`src/hw/rtl/ntkd_pkg.sv`:
```
// Shared types, command codes and default sizes for the node table.
package ntkd_pkg;

    localparam int NODES_DEF    = 16;
    localparam int ID_BYTES_DEF = 8;

    localparam int CMD_W   = 3;
    localparam int DEV_W   = 64;
    localparam int ADDR_W  = 16;
    localparam int SESS_W  = 32;
    localparam int TIME_W  = 32;
    localparam int SLOT_W  = 4;
    localparam int SEQ_W   = 8;
    localparam int COUNT_W = 5;
    localparam int COUNT_MAX = 31;

    typedef logic [CMD_W-1:0] t_cmd;

    localparam t_cmd CMD_REGISTER  = 3'd0;
    localparam t_cmd CMD_FIND_ADDR = 3'd1;
    localparam t_cmd CMD_FIND_DEV  = 3'd2;
    localparam t_cmd CMD_REMOVE    = 3'd3;
    localparam t_cmd CMD_EXPIRE    = 3'd4;
    localparam t_cmd CMD_REFRESH   = 3'd5;
    localparam t_cmd CMD_CHECK_SEQ = 3'd6;
    localparam t_cmd CMD_RECORD    = 3'd7;

    typedef struct packed {
        t_cmd              cmd;
        logic [DEV_W-1:0]  device_id;
        logic [ADDR_W-1:0] node_address;
        logic [SESS_W-1:0] session;
        logic [TIME_W-1:0] now_ms;
        logic [SLOT_W-1:0] slot;
        logic [SEQ_W-1:0]  seq_number;
    } t_item;

    typedef struct packed {
        logic               hit;
        logic [SLOT_W-1:0]  hit_slot;
        logic [ADDR_W-1:0]  entry_address;
        logic [SESS_W-1:0]  entry_session;
        logic [DEV_W-1:0]   entry_device;
        logic               duplicate;
        logic [COUNT_W-1:0] removed_count;
    } t_result;

    // Step commands from the controller to the datapath.
    typedef struct packed {
        logic load;
        logic match;
        logic select;
        logic commit;
    } t_dp_ctrl;

endpackage

```
`src/hw/rtl/ntkd_ctrl.sv`:
```
// Command sequencer: steps each command through match, select and commit.
module ntkd_ctrl (
    input  logic                i_clk,
    input  logic                i_rst_n,
    input  logic                start,
    output logic                busy,
    output logic                o_done,
    output ntkd_pkg::t_dp_ctrl  o_ctrl
);
    import ntkd_pkg::*;

    localparam logic [1:0] S_IDLE   = 2'd0;
    localparam logic [1:0] S_MATCH  = 2'd1;
    localparam logic [1:0] S_SELECT = 2'd2;
    localparam logic [1:0] S_COMMIT = 2'd3;

    logic [1:0] r_state;
    logic [1:0] n_state;
    logic       r_done;

    always_comb begin
        n_state = r_state;
        unique case (r_state)
            S_IDLE:   if (start) n_state = S_MATCH;
            S_MATCH:  n_state = S_SELECT;
            S_SELECT: n_state = S_COMMIT;
            S_COMMIT: n_state = S_IDLE;
            default:  n_state = S_IDLE;
        endcase
    end

    always_ff @(posedge i_clk) begin
        if (!i_rst_n) begin
            r_state <= S_IDLE;
            r_done  <= 1'b0;
        end else begin
            r_state <= n_state;
            r_done  <= (r_state == S_COMMIT);
        end
    end

    assign busy          = (r_state != S_IDLE);
    assign o_done        = r_done;
    assign o_ctrl.load   = (r_state == S_IDLE) && start;
    assign o_ctrl.match  = (r_state == S_MATCH);
    assign o_ctrl.select = (r_state == S_SELECT);
    assign o_ctrl.commit = (r_state == S_COMMIT);

endmodule

```
`config.mk`:
```
export PLATFORM = sky130hd
export DESIGN_NAME = ntkd_ctrl
export DESIGN_NICKNAME = d
export VERILOG_FILES = /design/src/hw/rtl/ntkd_pkg.sv /design/src/hw/rtl/ntkd_ctrl.sv
export SDC_FILE = /design/constraint.sdc
export NUM_CORES = 1
export LEC_CHECK = 0
export BUFFER_PORTS_ARGS = -buffer_cell sky130_fd_sc_hd__buf_2
export CAP_MARGIN = 20
export CORE_AREA = 2 2 39 41
export DETAILED_ROUTE_END_ITERATION = 6
export DIE_AREA = 0 0 41 43
export SYNTH_ARGS = -nofsm -noshare
export SYNTH_HDL_FRONTEND = slang
export SYNTH_SLANG_ARGS = --single-unit
```
`constraint.sdc`:
```
create_clock -name i_clk -period 1.39 [get_ports i_clk]
set_input_delay 0.139 -clock i_clk [delete_from_list [all_inputs] [get_ports i_clk]]
set_output_delay 0.139 -clock i_clk [all_outputs]
set_load 0.01 [all_outputs]
```
==> results.md <==
| Item | This run |
|:---|:---|
| Result of the run | complete, no violations |
| Endpoint of the most critical register-to-register path | r_state[1] |
| Termination of the worst setup path | o_ctrl[3] |
| Net switching power | 0.2256 mW |
| Chip Width | 41 um |
| Max Transition Viols Final | 0 |
| Kind of path behind the tightest hold check | in -> reg |
| Startpoint kind of the worst setup timing path | register |
| Cell area after technology mapping | 195.2 um^2 |
| Period utilization | 95.49% |
| Power share of the combinational group | 48.6% |
| Simple-gate area share of the yosys netlist | 21.15% |
| Max Freq | 0.7534 GHz |
| Total negative slack | 0 ns |
| Net Count, Synth | 27 |
| Ratio of cells with drive above 1 in the final layout | 51.61% |
| Maximum number of pins on one net before global-route repair | 5 |
| Die area | 0.001763 mm^2 |
| Starting density of the core | 14.10% |
| Routed length on met3 | 23 um |
| Setup crit end kind | output pin |
| Start point of the critical path | r_state[0] |
| Final design area excluding fillers | 286.5 um^2 |
| Global Route Usage Sum | 4.509% |
| Post-route DRC violation count | 0 |
| Endpoint arrival time on the critical path | 1.19 ns |
| Unique cell type count in the Yosys netlist | 11 |
| Routed len/inst | 6.787 um |
| Power density relative to cell area | 2068 mW/mm^2 |
| Source of the worst register-to-register timing path | r_state[0] |
| Global-route wire length before repair | 469 um |
| NumNets Final | 40 |
| Max cap viols | 0 |
| XOR/XNOR share of the synthesized area | 0% |
| Crit-path slowest cell | sky130_fd_sc_hd__dfxtp_2 |
| Total Wirelength | 319 um |
| Die Ht | 43 um |
| First-pass DRT Iterations | 1 |
| Post-CTS Setup Repair Bufs | 0 |
| Syn avg cell area | 10.27 um^2 |
| Clock-pin slew on the worst setup and hold paths | 0.04 ns |
| Switching part of the total | 38.08% |
| Post-detailed-placement cell area | 255.2 um^2 |
| CTS tree | yes |
| Largest fanout on the critical path | 4 |
| Final setup violation count | 0 |
| Met2 Routed Length | 185 um |
| Cells along the critical path | inv_1 > ha_2 > and2_2 > buf_2 |
| Placeable Area | 0.001384 mm^2 |
| FF+latch count, synth | 3 |
| Minimum period implied by the final worst setup slack | 1.327 ns |
| Max rail drop VDD | 0.3054 mV |
| Number of buffers inserted during clock tree synthesis | 3 |
| IO Port Bufs | 8 |
| Main combinational cell family by area after synthesis | adder cells |
| Row count | 14 |
| Remaining global-route overflow | 0 |
| Worst Max-Slew Pin Slew | 0.1174 ns |
| Clock Power Share | 25.8% |
| Leakage power total | 0.1639 nW |
| Sinks on the clock net | 3 |
| Routed vias/inst | 3.447 |
| Number of vias after detailed routing | 162 |
| Mux share of post-synthesis cell area | 5.128% |
| Synthesized-area fraction occupied by ao, oa, aoi and oai cells | 5.128% |
| Reg2Reg Setup Slack | 0.33 ns |
| Adder and majority gate portion of the synthesized area | 32.05% |
| Filler Cell Count | 159 |
| Path depth of the worst reg2reg path | 5 |
| Worst-case clock skew | 0.001578 ns |
| Layout overhead on the synthesized area | 46.80% |
| Kind of critical path | reg -> out |
| Top metal layer carrying routed signals | met3 |
| Ys Warns | 0 |
| Portion of the post-synthesis area used by sequential elements | 30.77% |
| Antenna violations before repair | 0 |
| HPWL after detailed placement | 250.7 um |
| Power share of the sequential group | 25.5% |
| Total routed wire length on the met1 layer | 111 um |
| Slew Limit Headroom | 91.95% |
| Iteration-0 DRC count of the detailed router | 0 |
| Post-detailed-route count of antenna-violating nets | 0 |
| Diode count | 0 |
| H-tree lvl count | 1 |
| Slowest cell delay on critical path | 0.35 ns |
| Internal power contribution | 0.3669 mW |
| Cells after synthesis | 19 |
| RSZ-0062 raised after global routing | no |
| Number of hold violations in the final report | 0 |
| Required time at the endpoint of the critical path | 1.25 ns |
| Clock Latency Late Sink | 0.23 ns |
| Clock Path Buffers | 2 |
| Global placement routability congestion | 0.5781 |
| Cell at the root of the clock tree | sky130_fd_sc_hd__clkbuf_4 |
| Vias in the first global route | 137 |
| Top Ports | 9 |
==> stage by stage <==
step / setup WS (ns) / power, mW / std cells / hold slack [ns] / util [%]
detailed placement: 0.1976 / 0.4338 / 43 / 0.3763 / 18.44
global placement: 0.2221 / 0.4307 / 43 / 0.3755 / 18.44
global route: 0.002475 / 0.6670 / 47 / 0.1278 / 20.71
CTS: 0.005135 / 0.5991 / 47 / 0.1341 / 20.52
floorplan: 0.3094 / 0.3516 / 19 / 0.2607 / -
finish: 0.06276 / 0.5925 / 47 / 0.1401 / 20.71
==> area by class of cell <==
cell class                 count  area, um^2  area share (%)
multi-input combinational     13       126.4           44.10
timing repair buffer           8       40.04           13.97
clock buffer                   4       26.28           9.170
sequential                     3       62.56           21.83
tap                           16       20.02           6.987
inverter                       3       11.26           3.930
==> what timing repair did <==
| item | CTS | global route |
|---|---|---|
| pin swaps | 0 | 0 |
| resized for setup | 2 | 1 |
| hold buffers | 0 | 0 |
| setup endpoints to repair | 1 | 1 |
==> power by group through the flow <==
stage / Sequential, mW / Clock (mW) / Combinational [mW]
2_1_floorplan: 0.139 / 0 / 0.212
3_3_place_gp: 0.145 / 0 / 0.285
3_5_place_dp: 0.147 / 0 / 0.287
4_1_cts: 0.151 / 0.160 / 0.288
5_1_grt: 0.155 / 0.167 / 0.345
6_report: 0.151 / 0.153 / 0.288
==> logic make-up (layout without fill, tap and decap cells) <==
| family | count (synthesis) | in the layout |
|---|---|---|
| and+or+nand+nor | 6 | 6 |
| adders and majority gates | 5 | 5 |
| DFF | 3 | 3 |
| buffers and inverters | 3 | 15 |
| AOI/OAI and AO/OA | 1 | 1 |
| muxes | 1 | 1 |
==> critical path: cells and delay by family, from the launching register on <==
kind          cells  cell delay, ns
simple gates      1            0.18
fa+ha+maj         1            0.21
flops             1            0.35
buf+inv           2            0.21
==> worst min-delay path by stage <==
stage / endpoint / slack [ns] / cells past startpoint / from
global placement: o_done / 0.38 / 2 / i_rst_n
finish: o_done / 0.14 / 2 / i_rst_n
detailed placement: o_done / 0.38 / 2 / i_rst_n
floorplan: o_done / 0.26 / 1 / i_rst_n
global route: o_done / 0.13 / 2 / i_rst_n
CTS: o_done / 0.13 / 2 / i_rst_n
==> synth_stat cells <==
cell type	number	area share [%]
sky130_fd_sc_hd__and2_2	1	3.8
sky130_fd_sc_hd__and2_1	1	3.2
sky130_fd_sc_hd__nand2b_4	1	7.0
sky130_fd_sc_hd__dfxtp_1	3	31
sky130_fd_sc_hd__nor2b_1	1	3.2
sky130_fd_sc_hd__mux2i_1	1	5.1
sky130_fd_sc_hd__inv_1	3	5.8
sky130_fd_sc_hd__nand2_1	1	1.9
sky130_fd_sc_hd__o211a_1	1	5.1
sky130_fd_sc_hd__nor2_1	1	1.9
sky130_fd_sc_hd__ha_1	5	32
==> routing by layer <==
layer / GRT usage [%] / vias up
met4: 8.000 / 0
met5: 0 / -
li1: - / 83
met2: 5.313 / 4
met1: 4.153 / 75
met3: 1.571 / 0
==> placed cells by master, fill, tap and decap left out <==
master | netlist | final
sky130_fd_sc_hd__buf_2 | 0 | 8
sky130_fd_sc_hd__ha_1 | 5 | 4
sky130_fd_sc_hd__inv_1 | 3 | 3
sky130_fd_sc_hd__clkbuf_4 | 0 | 3
sky130_fd_sc_hd__dfxtp_2 | 0 | 2
sky130_fd_sc_hd__and2_2 | 1 | 1
sky130_fd_sc_hd__nand2b_4 | 1 | 1
sky130_fd_sc_hd__mux2i_1 | 1 | 1
sky130_fd_sc_hd__nor2b_1 | 1 | 1
sky130_fd_sc_hd__and2_1 | 1 | 1
sky130_fd_sc_hd__nor2_1 | 1 | 1
sky130_fd_sc_hd__nand2_1 | 1 | 1
sky130_fd_sc_hd__o211a_1 | 1 | 1
sky130_fd_sc_hd__ha_2 | 0 | 1
sky130_fd_sc_hd__clkbuf_1 | 0 | 1
sky130_fd_sc_hd__dfxtp_1 | 3 | 1
==> sequential cells by signal, indices dropped and copies added, names as in the netlist <==
register and count:
r_state 2, o_done 1
Power figures use the tool's default switching activity.
